--- config.mk ---
export PLATFORM = sky130hd
export DESIGN_NAME = qrs_queue
export DESIGN_NICKNAME = d
export VERILOG_FILES = /design/src/rtl/qrs_queue.sv
export SDC_FILE = /design/constraint.sdc
export NUM_CORES = 1
export LEC_CHECK = 0
export ABC_AREA = 1
export BUFFER_PORTS_ARGS = -buffer_cell sky130_fd_sc_hd__buf_2
export CELL_PAD_IN_SITES_DETAIL_PLACEMENT = 1
export CELL_PAD_IN_SITES_GLOBAL_PLACEMENT = 1
export CORE_ASPECT_RATIO = 2
export CORE_MARGIN = 2
export CORE_UTILIZATION = 40
export CTS_CLUSTER_SIZE = 28
export DETAILED_ROUTE_END_ITERATION = 16
export GPL_TIMING_DRIVEN = 0
export PLACE_DENSITY_LB_ADDON = 0.1
export SYNTH_ARGS = -nofsm -noshare
export SYNTH_HDL_FRONTEND = slang
export SYNTH_SLANG_ARGS = --single-unit
--- constraint.sdc ---
create_clock -name clk -period 2 [get_ports clk]
set_clock_uncertainty 0.15 [all_clocks]
set_input_delay 0.4 -clock clk [delete_from_list [all_inputs] [get_ports clk]]
set_output_delay 0.4 -clock clk [all_outputs]
set_load 0.01 [all_outputs]
--- src/rtl/qrs_queue.sv ---
// Small register FIFO between the front end and the back end.
module qrs_queue #(
  parameter int WIDTH = 8,
  parameter int DEPTH = 4
) (
  input  logic             clk,
  input  logic             rst_n,
  input  logic             push,
  input  logic [WIDTH-1:0] wdata,
  input  logic             pop,
  output logic [WIDTH-1:0] rdata,
  output logic             full,
  output logic             empty
);

  localparam int AW = (DEPTH > 1) ? $clog2(DEPTH) : 1;

  logic [WIDTH-1:0] mem_r [0:DEPTH-1];
  logic [AW-1:0]    wr_ptr_r, rd_ptr_r;
  logic [AW:0]      cnt_r;
  logic             do_push, do_pop;

  assign full    = (cnt_r == (AW+1)'(DEPTH));
  assign empty   = (cnt_r == '0);
  assign do_push = push && !full;
  assign do_pop  = pop && !empty;
  assign rdata   = mem_r[rd_ptr_r];

  always_ff @(posedge clk) begin
    if (!rst_n) begin
      wr_ptr_r <= '0;
      rd_ptr_r <= '0;
      cnt_r    <= '0;
    end else begin
      if (do_push) begin
        wr_ptr_r <= (wr_ptr_r == AW'(DEPTH-1)) ? '0 : wr_ptr_r + 1'b1;
      end
      if (do_pop) begin
        rd_ptr_r <= (rd_ptr_r == AW'(DEPTH-1)) ? '0 : rd_ptr_r + 1'b1;
      end
      cnt_r <= cnt_r + (AW+1)'(do_push) - (AW+1)'(do_pop);
    end
  end

  always_ff @(posedge clk) begin
    if (do_push) begin
      mem_r[wr_ptr_r] <= wdata;
    end
  end

endmodule

==> flow_results.xml <==
<?xml version="1.0" encoding="UTF-8"?>
<metrics>
  <group name="run_status">
    <metric name="result_of_the_run" unit="">completed</metric>
  </group>
  <group name="route">
    <metric name="drt-initial-drc-count" unit="">20</metric>
    <metric name="detailroute.via_count" unit="">1128</metric>
    <metric name="detail_route.drc_violations" unit="">0</metric>
    <metric name="drt_pass1_iterations" unit="">4</metric>
    <metric name="avgRoutedWirePerCell" unit="um">15.22</metric>
    <metric name="detail-route-antenna-nets" unit="">0</metric>
    <metric name="wirelength" unit="um">3454</metric>
    <metric name="avgViaCountPerCell" unit="">4.969</metric>
  </group>
  <group name="hold_path">
    <metric name="hold_crit_class" unit="">input port to flop</metric>
  </group>
  <group name="clocking">
    <metric name="cts_tree" unit="">built</metric>
    <metric name="cts_buffers" unit="">5</metric>
    <metric name="htree_levels" unit="">2</metric>
    <metric name="clock_latency" unit="ns">0.29</metric>
    <metric name="clkSlewWorstSetupHoldPaths" unit="ns">0.08</metric>
    <metric name="clkSinkCount" unit="">41</metric>
    <metric name="cts_buffer_depth" unit="">2</metric>
    <metric name="clock-root-buffer" unit="">sky130_fd_sc_hd__clkbuf_8</metric>
  </group>
  <group name="power">
    <metric name="seq_power_share" unit="">0.430</metric>
    <metric name="switching_power" unit="mW">0.9256</metric>
    <metric name="power.density_cell_area" unit="mW/mm^2">1354</metric>
    <metric name="clock_power_share" unit="">0.225</metric>
    <metric name="power.switching_fraction" unit="">0.3353</metric>
    <metric name="cellInternalPower" unit="mW">1.835</metric>
    <metric name="pwr-share-comb" unit="">0.345</metric>
    <metric name="leakage" unit="nW">0.8206</metric>
    <metric name="max-vdd-ir-drop" unit="mV">0.7012</metric>
    <metric name="post-layout-total-power" unit="mW">2.760</metric>
  </group>
  <group name="floorplanning">
    <metric name="die_w" unit="um">49.87</metric>
    <metric name="fp.coreArea" unit="sq mm">0.004088</metric>
    <metric name="floorplan.die_area" unit="sq mm">0.004774</metric>
    <metric name="ioPinCount" unit="">22</metric>
    <metric name="rows" unit="">33</metric>
    <metric name="floorplan.initialDensity" unit="">0.4117</metric>
    <metric name="die-height" unit="um">95.73</metric>
  </group>
  <group name="critical_path">
    <metric name="worst_ep_required_time" unit="ns">2.04</metric>
    <metric name="setup.worst_path.end_class" unit="">flop</metric>
    <metric name="critical-path-top-delay-family" unit="">adder cells</metric>
    <metric name="startpoint_type" unit="">flop</metric>
    <metric name="path_buf_inv" unit="">2</metric>
    <metric name="slowest_stage" unit="">sky130_fd_sc_hd__fa_2</metric>
    <metric name="crit_path_max_fanout" unit="">2</metric>
    <metric name="crit_type" unit="">flop to flop</metric>
    <metric name="timing.critical_path.arrival" unit="ns">1.96</metric>
    <metric name="cell_chain_of_the_critical_path" unit="">nor2_4 -&gt; nand2_1 -&gt; nand2_4 -&gt; ha_1 -&gt; inv_1 -&gt; ha_2 -&gt; fa_2 -&gt; nand2_1 -&gt; inv_1</metric>
    <metric name="timing.critical_path.slowest_cell_delay" unit="ns">0.43</metric>
  </group>
  <group name="placed_design">
    <metric name="buffer_ports.inserted" unit="">21</metric>
    <metric name="detail_placement_hpwl" unit="um">2493</metric>
    <metric name="pre_cts_slack" unit="ns">-0.04905</metric>
    <metric name="gp_congestion" unit="">0.7322</metric>
  </group>
  <group name="synth">
    <metric name="yosys.area.top_type_share" unit="">0.5710</metric>
    <metric name="post_synth_instance_area" unit="sq mm">0.001683</metric>
    <metric name="library_cell_occupying_the_most_area_in_the_post_synthesis_netlist" unit="">sky130_fd_sc_hd__edfxtp_1</metric>
    <metric name="synthFlopType" unit="">sky130_fd_sc_hd__edfxtp_1</metric>
    <metric name="netlist_top_cells_count" unit="">32 x sky130_fd_sc_hd__edfxtp_1, 29 x sky130_fd_sc_hd__nor2_1, 16 x sky130_fd_sc_hd__inv_1</metric>
    <metric name="number_of_nets_produced_by_synthesis" unit="">162</metric>
    <metric name="synth_sequential_area_ratio" unit="">0.6781</metric>
    <metric name="synth_area_per_cell" unit="sq um">11.85</metric>
    <metric name="ys_warnings" unit="">0</metric>
    <metric name="synth_edf_count" unit="">32</metric>
    <metric name="syn-instance-count" unit="">142</metric>
    <metric name="asyncSetResetFlopFracSynth" unit="">0</metric>
    <metric name="synth_cell_types" unit="">20</metric>
    <metric name="ys_ff_latch" unit="">41</metric>
    <metric name="synth_area_leaders" unit="">sky130_fd_sc_hd__edfxtp_1 57%, sky130_fd_sc_hd__dfxtp_1 11%, sky130_fd_sc_hd__nor2_1 6.5%</metric>
    <metric name="synth_most_common_cell" unit="">sky130_fd_sc_hd__edfxtp_1</metric>
  </group>
  <group name="sta">
    <metric name="slew_viol_final" unit="">0</metric>
    <metric name="worst_slew_margin_rel" unit="">0.4520</metric>
    <metric name="finalCritPeriodShare" unit="">0.9606</metric>
    <metric name="final-setup-viol-count" unit="">0</metric>
    <metric name="totalNegativeSetupSlack" unit="ns">0</metric>
    <metric name="finalWorstSetupSlack" unit="ns">0.07872</metric>
    <metric name="holdWs" unit="ns">0.1718</metric>
    <metric name="worst_slew_pin_slew" unit="ns">0.8190</metric>
    <metric name="finalHoldViolations" unit="">0</metric>
    <metric name="achievable-frequency" unit="GHz">0.5205</metric>
    <metric name="clock_period_minus_worst_slack" unit="ns">1.921</metric>
  </group>
  <group name="grt">
    <metric name="largest_net_degree_at_the_start_of_global_routing" unit="">13</metric>
    <metric name="grt_pass1_wl" unit="um">5340</metric>
    <metric name="grt_antenna_before_repair" unit="">0</metric>
    <metric name="grt.total_usage" unit="">0.1583</metric>
    <metric name="grt_pass1_vias" unit="">1156</metric>
    <metric name="grt_remaining_overflow" unit="">0</metric>
  </group>
  <group name="layout">
    <metric name="net_count_reported_at_finish" unit="">194</metric>
    <metric name="antennaDiodeCount" unit="">0</metric>
    <metric name="layout_utilization" unit="">0.4989</metric>
    <metric name="area_delta_synth_final" unit="%">21.19</metric>
    <metric name="post_route_cells_drive_above_1_share" unit="">0.3029</metric>
  </group>
  <group name="run">
    <metric name="max_cap_viol_count" unit="">0</metric>
  </group>
</metrics>
[what timing repair did]
item	CTS	global route
endpoints found under the setup margin	10	8
resized for setup	5	13
setup buffers	0	4
pin swaps	0	3
hold buffers	0	0
[path summary, 6_finish.rpt]
kind	slack [ns]	endpoint	from	depth (start not counted)
worst min-delay path	0.17	mem_r[1][0]	wdata[0]	1
worst max register to register	0.08	cnt_r[1]	cnt_r[0]	9
worst min register to register	0.40	flop	rd_ptr_r[1]	2
worst max-delay path	0.08	cnt_r[1]	cnt_r[0]	9
[cell usage in the layout, fill, tap and decap left out]
cell type / Yosys / final
sky130_fd_sc_hd__clkbuf_1: 0 / 1
sky130_fd_sc_hd__dfxtp_4: 0 / 2
sky130_fd_sc_hd__dfxtp_2: 0 / 3
sky130_fd_sc_hd__o21ai_1: 2 / 2
sky130_fd_sc_hd__inv_1: 16 / 14
sky130_fd_sc_hd__clkinvlp_4: 0 / 1
sky130_fd_sc_hd__nor2_1: 29 / 27
sky130_fd_sc_hd__o21ai_0: 12 / 12
sky130_fd_sc_hd__xnor2_1: 1 / 1
sky130_fd_sc_hd__inv_2: 1 / 1
sky130_fd_sc_hd__nor2_2: 2 / 3
sky130_fd_sc_hd__nand2_1: 12 / 11
sky130_fd_sc_hd__o22ai_1: 8 / 8
sky130_fd_sc_hd__edfxtp_1: 32 / 32
sky130_fd_sc_hd__nand3b_1: 1 / 1
sky130_fd_sc_hd__a21oi_1: 2 / 2
sky130_fd_sc_hd__fa_2: 0 / 1
sky130_fd_sc_hd__o21ai_2: 2 / 2
sky130_fd_sc_hd__nand2_4: 0 / 2
sky130_fd_sc_hd__clkbuf_8: 0 / 6
sky130_fd_sc_hd__or2_2: 1 / 1
sky130_fd_sc_hd__buf_4: 0 / 4
sky130_fd_sc_hd__buf_2: 0 / 21
sky130_fd_sc_hd__ha_2: 0 / 1
sky130_fd_sc_hd__buf_6: 2 / 2
sky130_fd_sc_hd__nand3_1: 1 / 1
sky130_fd_sc_hd__inv_4: 0 / 1
sky130_fd_sc_hd__ha_1: 7 / 6
sky130_fd_sc_hd__nor2_4: 0 / 1
sky130_fd_sc_hd__clkbuf_16: 0 / 1
sky130_fd_sc_hd__dfxtp_1: 9 / 4
[stage by stage]
stage / instance area, sq um / instances
floorplan: 1683 / 142
global placement: 1853 / 215
detailed placement: 1853 / 215
CTS: 1973 / 223
global route: 2039 / 227
finish: 2039 / 227
[layout make-up]
class / count / area, sq um
fillers: 439 / 2048
repair buffers: 25 / 135.1
well taps: 52 / 65.06
plain buffers: 2 / 22.52
clock buffers: 8 / 111.4
inverters: 17 / 70.07
flip-flops and latches: 41 / 1152
multi-input cells: 82 / 483.0
[per-layer routing]
metal / up-vias / track usage / part of all wire
li1: 546 / - / -
met1: 553 / 0.1470 / 0.35
met2: 22 / 0.3089 / 0.59
met3: 7 / 0.03106 / 0.032
met4: 0 / 0.09028 / 0.027
met5: - / 0 / 0
[power by group through the flow]
stage	combinational [mW]	sequential [mW]	clock, mW
after detailed placement	0.853	1.18	0
after CTS	0.866	1.17	0.632
after global routing	1.09	1.21	0.654
after global placement	0.802	1.17	0
final	0.952	1.19	0.622
after floorplan	0.566	1.14	0
[logic make-up (layout without fill, tap and decap cells)]
logic type,count (synthesis),after routing,share of synthesized area
AOI/OAI and AO/OA,26,26,0.08774
buffers and inverters,19,52,0.05130
xor gates and xnor gates,1,1,0.005205
adders and majority gates,8,8,0.06394
and+or+nand+nor,47,47,0.1138
DFF,41,41,0.6781
[flip-flops by register name (all words and copies together) (netlist names), named ones only]
register,cells
mem_r,32
cnt_r,3
rd_ptr_r,2
wr_ptr_r,2
Note: power is estimated with default switching activity, not from simulation.
