### config.mk
export PLATFORM = sky130hd
export DESIGN_NAME = qrs_front
export DESIGN_NICKNAME = d
export VERILOG_FILES = /design/src/rtl/qrs_pkg.sv /design/src/rtl/qrs_front.sv
export SDC_FILE = /design/constraint.sdc
export NUM_CORES = 2
export LEC_CHECK = 0
export BUFFER_PORTS_ARGS = -buffer_cell sky130_fd_sc_hd__clkbuf_2
export CAP_MARGIN = 20
export CORE_ASPECT_RATIO = 0.9
export CORE_MARGIN = 5
export CORE_UTILIZATION = 45
export CTS_BUF_LIST = sky130_fd_sc_hd__clkbuf_2 sky130_fd_sc_hd__clkbuf_4 sky130_fd_sc_hd__clkbuf_8
export DETAILED_ROUTE_END_ITERATION = 10
export GPL_TIMING_DRIVEN = 0
export PLACE_DENSITY_LB_ADDON = 0.12
export SYNTH_ARGS = -nofsm -noshare
export SYNTH_HDL_FRONTEND = slang
export SYNTH_SLANG_ARGS = --single-unit
### constraint.sdc
create_clock -name clk -period 6.6 [get_ports clk]
set_input_delay 0.33 -clock clk [delete_from_list [all_inputs] [get_ports clk]]
set_output_delay 0.33 -clock clk [all_outputs]
set_load 0.03 [all_outputs]
### src/rtl/qrs_pkg.sv
// Shared types and constants for the quadratic root solver.
package qrs_pkg;

  localparam int STATUS_W    = 3;
  localparam int ROOT_W      = 34;
  localparam int OUT_TDATA_W = 72;

  typedef enum logic [STATUS_W-1:0] {
    ST_ZERO    = 3'd0,  // all coefficients zero, end-of-list marker
    ST_LINEAR  = 3'd1,  // a is zero
    ST_NO_REAL = 3'd2,  // negative discriminant
    ST_DOUBLE  = 3'd3,  // one double root
    ST_TWO     = 3'd4   // two distinct roots
  } status_t;

endpackage

### src/rtl/qrs_front.sv
// Front end: takes coefficients, forms the discriminant and classifies the equation.
module qrs_front #(
  parameter int W = 16,
  parameter int F = 16
) (
  input  logic                    clk,
  input  logic                    rst_n,
  input  logic                    in_valid,
  output logic                    in_ready,
  input  logic signed [W-1:0]     coef_a,
  input  logic signed [W-1:0]     coef_b,
  input  logic signed [W-1:0]     coef_c,
  input  logic                    q_full,
  output logic                    push,
  output qrs_pkg::status_t        item_st,
  output logic [2*W:0]            item_d,
  output logic signed [W+F:0]     item_nb,
  output logic signed [W:0]       item_den
);

  logic                   en;
  logic                   s1_v_r;
  logic signed [2*W-1:0]  s1_bb_r;
  logic signed [2*W-1:0]  s1_ac_r;
  logic signed [W-1:0]    s1_a_r;
  logic signed [W-1:0]    s1_b_r;
  logic                   s1_cz_r;

  logic                   s2_v_r;
  qrs_pkg::status_t       s2_st_r,  s2_st_nxt;
  logic [2*W:0]           s2_d_r,   s2_d_nxt;
  logic signed [W+F:0]    s2_nb_r,  s2_nb_nxt;
  logic signed [W:0]      s2_den_r, s2_den_nxt;
  logic signed [2*W+1:0]  disc;

  assign en       = !(s2_v_r && q_full);
  assign in_ready = en;
  assign push     = s2_v_r && !q_full;

  always_ff @(posedge clk) begin
    if (!rst_n) begin
      s1_v_r <= 1'b0;
      s2_v_r <= 1'b0;
    end else if (en) begin
      s1_v_r <= in_valid;
      s2_v_r <= s1_v_r;
    end
  end

  always_ff @(posedge clk) begin
    if (en) begin
      s1_bb_r  <= coef_b * coef_b;
      s1_ac_r  <= coef_a * coef_c;
      s1_a_r   <= coef_a;
      s1_b_r   <= coef_b;
      s1_cz_r  <= (coef_c == '0);
      s2_st_r  <= s2_st_nxt;
      s2_d_r   <= s2_d_nxt;
      s2_nb_r  <= s2_nb_nxt;
      s2_den_r <= s2_den_nxt;
    end
  end

  always_comb begin
    disc = {{2{s1_bb_r[2*W-1]}}, s1_bb_r} - ({{2{s1_ac_r[2*W-1]}}, s1_ac_r} <<< 2);
    if (s1_a_r == '0 && s1_b_r == '0 && s1_cz_r) begin
      s2_st_nxt = qrs_pkg::ST_ZERO;
    end else if (s1_a_r == '0) begin
      s2_st_nxt = qrs_pkg::ST_LINEAR;
    end else if (disc[2*W+1]) begin
      s2_st_nxt = qrs_pkg::ST_NO_REAL;
    end else if (disc == '0) begin
      s2_st_nxt = qrs_pkg::ST_DOUBLE;
    end else begin
      s2_st_nxt = qrs_pkg::ST_TWO;
    end
    // only a positive discriminant goes to the square root
    s2_d_nxt   = (s2_st_nxt == qrs_pkg::ST_TWO) ? disc[2*W:0] : '0;
    s2_nb_nxt  = -($signed({{(F+1){s1_b_r[W-1]}}, s1_b_r}) <<< F);
    s2_den_nxt = {s1_a_r, 1'b0};
  end

  assign item_st  = s2_st_r;
  assign item_d   = s2_d_r;
  assign item_nb  = s2_nb_r;
  assign item_den = s2_den_r;

endmodule

==> metrics.txt <==
# TYPE chip_impl_metric gauge
chip_impl_metric{name="timing.critical_path.required",unit="ns"} 6.92
chip_impl_metric{name="placedCellCount",unit=""} 3630
chip_impl_metric{name="timing.final.hold_violations",unit=""} 0
chip_impl_metric{name="drive_gt1_share",unit="%"} 8.18
chip_impl_metric{name="layout.cell_area.non_filler",unit="um2"} 29100
chip_impl_metric{name="postSynthCellCount",unit=""} 2718
chip_impl_metric{name="drt-wirelength-per-cell",unit="um"} 17.9
chip_impl_metric{name="clk_transition_reported_paths",unit="ns"} 0.11
chip_impl_metric{name="die_height",unit="um"} 241
chip_impl_metric{name="place.gp.congestion",unit=""} 0.908
chip_impl_metric{name="max_cap_viol_count",unit=""} 0
chip_impl_metric{name="drt_first_pass_iters",unit=""} 7
chip_impl_info{name="clock_tree.root_cell",value="sky130_fd_sc_hd__clkbuf_8"} 1
chip_impl_metric{name="fmax",unit="GHz"} 0.157
chip_impl_metric{name="grt_max_degree",unit=""} 70
chip_impl_metric{name="synth-seq-cells",unit=""} 165
chip_impl_metric{name="ratio_of_routed_vias_to_standard_cells",unit=""} 5.14
chip_impl_metric{name="post-route-worst-setup-slack",unit="ns"} 0.234
chip_impl_metric{name="cts_max_path_buffers",unit=""} 2
chip_impl_metric{name="drc",unit=""} 0
chip_impl_metric{name="syn-mean-instance-area",unit="um2"} 9.82
chip_impl_info{name="critical_path.startpoint_type",value="input port"} 1
chip_impl_metric{name="detailed_place_hpwl",unit="um"} 56300
chip_impl_metric{name="grt.met1_usage",unit="%"} 31.9
chip_impl_metric{name="area_growth_syn_to_layout",unit="%"} 8.99
chip_impl_info{name="min_path_type",value="input port to flop"} 1
chip_impl_metric{name="synth_enable_flop_cells",unit=""} 163
chip_impl_metric{name="crit_path_max_fanout",unit=""} 10
chip_impl_metric{name="filler_cell_count",unit=""} 5657
chip_impl_metric{name="place_worst_setup_slack",unit="ns"} -1.23
chip_impl_info{name="timing.setup.critical_path_class",value="input port to flop"} 1
chip_impl_metric{name="stdcell_count",unit=""} 3673
chip_impl_metric{name="final-setup-viol-count",unit=""} 0
chip_impl_info{name="post_synth_main_area_contributors",value="sky130_fd_sc_hd__fa_1 (37%), sky130_fd_sc_hd__edfxtp_1 (18%), sky130_fd_sc_hd__ha_1 (9.5%), sky130_fd_sc_hd__inv_1 (9.1%), sky130_fd_sc_hd__and2_1 (4.0%)"} 1
chip_impl_metric{name="routed-via-count",unit=""} 18900
chip_impl_metric{name="die_width",unit="um"} 267
chip_impl_metric{name="row_count",unit=""} 84
chip_impl_metric{name="clock_latency",unit="ns"} 0.59
chip_impl_metric{name="antenna_violations_before_repair",unit=""} 3
chip_impl_metric{name="placedInstanceArea",unit="um2"} 28400
chip_impl_metric{name="floorplan.io_pins",unit=""} 140
chip_impl_info{name="rsz0062_at_grt",value="false"} 1
chip_impl_metric{name="layout_worst_path_cycle_share",unit="%"} 96.5
chip_impl_info{name="tritoncts",value="built"} 1
chip_impl_metric{name="slew_headroom",unit="%"} 42.5
chip_impl_metric{name="grt_util_all_layers",unit="%"} 21.5
chip_impl_metric{name="synth_sequential_area_ratio",unit="%"} 18.5
chip_impl_metric{name="period_minus_slack",unit="ns"} 6.37
chip_impl_metric{name="cts_made_buffers",unit=""} 17
chip_impl_info{name="ys_dominant_reg_cell",value="sky130_fd_sc_hd__edfxtp_1"} 1
chip_impl_metric{name="ys_types",unit=""} 71
chip_impl_info{name="busiest_layer",value="met2"} 1
chip_impl_metric{name="crit_arrival",unit="ns"} 6.69
chip_impl_metric{name="timing.hold.ws",unit="ns"} 0.0775
chip_impl_metric{name="ant_nets",unit=""} 0
chip_impl_info{name="post-synth-top-count-cell",value="sky130_fd_sc_hd__inv_1"} 1
chip_impl_metric{name="yosysWarnings",unit=""} 0
chip_impl_metric{name="core_region_area",unit="um2"} 58600
chip_impl_metric{name="cts.htree.levels",unit=""} 4
chip_impl_metric{name="final_nets",unit=""} 3637
chip_impl_metric{name="grt.met2_usage",unit="%"} 32.5
chip_impl_metric{name="globalRoute.totalOverflow",unit=""} 0
chip_impl_metric{name="floorplan.initialDensity",unit="%"} 45.5
chip_impl_metric{name="drt_iter0_markers",unit=""} 1073
chip_impl_metric{name="first_pass_grt_wire_length",unit="um"} 107000
chip_impl_metric{name="final-max-slew-violation-count",unit=""} 0
chip_impl_info{name="outcome",value="complete, no violations"} 1
chip_impl_metric{name="postSynth.asyncResetShare",unit="%"} 0
chip_impl_metric{name="timing_worst_slew_pin_value",unit="ns"} 0.857
chip_impl_metric{name="synth.cell_area",unit="um2"} 26700
chip_impl_metric{name="design.die.area",unit="um2"} 64300
chip_impl_info{name="synth.cells.most_frequent",value="sky130_fd_sc_hd__inv_1 (647), sky130_fd_sc_hd__fa_1 (499), sky130_fd_sc_hd__nand2_1 (241)"} 1
chip_impl_metric{name="portBuffers",unit=""} 118
chip_impl_metric{name="portion_of_synthesized_cell_area_occupied_by_the_leading_cell_type",unit="%"} 37.4
chip_impl_info{name="synth.largest_area_cell",value="sky130_fd_sc_hd__fa_1"} 1
chip_impl_metric{name="postRouteWirelength",unit="um"} 65700
chip_impl_metric{name="clock_skew",unit="ns"} 0.0207
chip_impl_info{name="setup.worst_path.end_class",value="flop"} 1
chip_impl_metric{name="first_global_vias",unit=""} 19700
chip_impl_metric{name="clkSinkCount",unit=""} 165
chip_impl_metric{name="grtUsageMet3",unit="%"} 5.57
cell usage in the layout, fill, tap and decap left out, drive strengths merged, types with 63 or more instances in the layout:
cell,netlist,layout
fa,499,499
edfxtp,163,163
o21ai,63,63
nor2,122,122
a21oi,82,82
nand2,241,241
xnor2,74,74
clkbuf,78,197
inv,647,655
ha,202,202
and2,172,172
flip-flops by register name, summed over array words and instances (netlist names):
| signal | flops |
|---|---|
| s1_v_r | 1 |
| s1_a_r | 16 |
| item_st | 3 |
| s1_b_r | 15 |
| s1_bb_r | 31 |
| item_den | 16 |
| s2_v_r | 1 |
| s1_ac_r | 32 |
| item_d | 32 |
| s1_cz_r | 1 |
| item_nb | 17 |
final cells by class:
type	count	area [um2]	area share, %
Clock inverter	15	199	0.684
Tap cell	774	968	3.33
Antenna cell	2	5.00	0.0172
Multi-Input combinational cell	1825	19000	65.4
Clock buffer	17	234	0.804
Buffer	92	499	1.72
Sequential cell	165	4930	17.0
Inverter	647	2440	8.37
Timing Repair Buffer	136	791	2.72
cell families after synthesis:
| group | after synthesis | synth area share, % |
|---|---|---|
| compound gates | 301 | 7.38 |
| xor+xnor | 104 | 3.41 |
| fa+ha+maj | 701 | 46.9 |
| buf+inv | 745 | 10.7 |
| flops | 165 | 18.5 |
| mux | 2 | 0.0750 |
| other cells | 1 | 0.0140 |
| simple gates | 699 | 13.0 |
worst max-delay path: stages:
cell and delay (ns):
sky130_fd_sc_hd__clkbuf_2 0.13, sky130_fd_sc_hd__clkbuf_4 0.24, sky130_fd_sc_hd__buf_4 0.24, sky130_fd_sc_hd__nand2_1 0.09
sky130_fd_sc_hd__fa_1 0.49, sky130_fd_sc_hd__fa_1 0.50, sky130_fd_sc_hd__inv_1 0.05, sky130_fd_sc_hd__fa_1 0.48
sky130_fd_sc_hd__fa_1 0.50, sky130_fd_sc_hd__fa_1 0.48, sky130_fd_sc_hd__inv_1 0.05, sky130_fd_sc_hd__fa_1 0.47
sky130_fd_sc_hd__inv_1 0.04, sky130_fd_sc_hd__ha_1 0.35, sky130_fd_sc_hd__and3_1 0.23, sky130_fd_sc_hd__a221o_1 0.37
sky130_fd_sc_hd__a211oi_2 0.32, sky130_fd_sc_hd__o41ai_2 0.17, sky130_fd_sc_hd__a31o_2 0.32, sky130_fd_sc_hd__a221o_1 0.33
sky130_fd_sc_hd__a21oi_2 0.20, sky130_fd_sc_hd__o21ai_0 0.14, sky130_fd_sc_hd__xor2_1 0.16
final timing paths:
check        slack (ns)  cells after the start       start           end
max reg2reg        1.78                     11  s1_bb_r[7]    item_d[13]
min                0.08                      1   coef_b[8]     s1_b_r[8]
max                0.23                     23   coef_b[4]   s1_bb_r[30]
min reg2reg        0.47                      0  s1_a_r[12]  item_den[13]
routing by layer:
metal | share of wire [%] | vias up
li1 | - | 8764
met1 | 46 | 9574
met2 | 45 | 489
met3 | 7.9 | 60
met4 | 1.1 | 2
met5 | 0.020 | -
stage by stage:
stage / setup TNS, ns / utilization [%]
global placement: -11.43 / 48.3
global route: 0 / 49.6
floorplan: 0 / -
finish: 0 / 49.6
CTS: 0 / 49.4
detailed placement: -12.82 / 48.4
what timing repair did:
item                                    in CTS  in global routing
endpoints found under the setup margin       8                 15
hold endpoints to repair                     8                  0
cloned                                       0                  0
hold buffers                                 9                  0
pin swaps                                    0                  3
resized for setup                           20                 73
buffers inserted                             0                  6
Power is not shown: default switching activity piles up to over one toggle a cycle in this logic, so the estimate is an artifact.
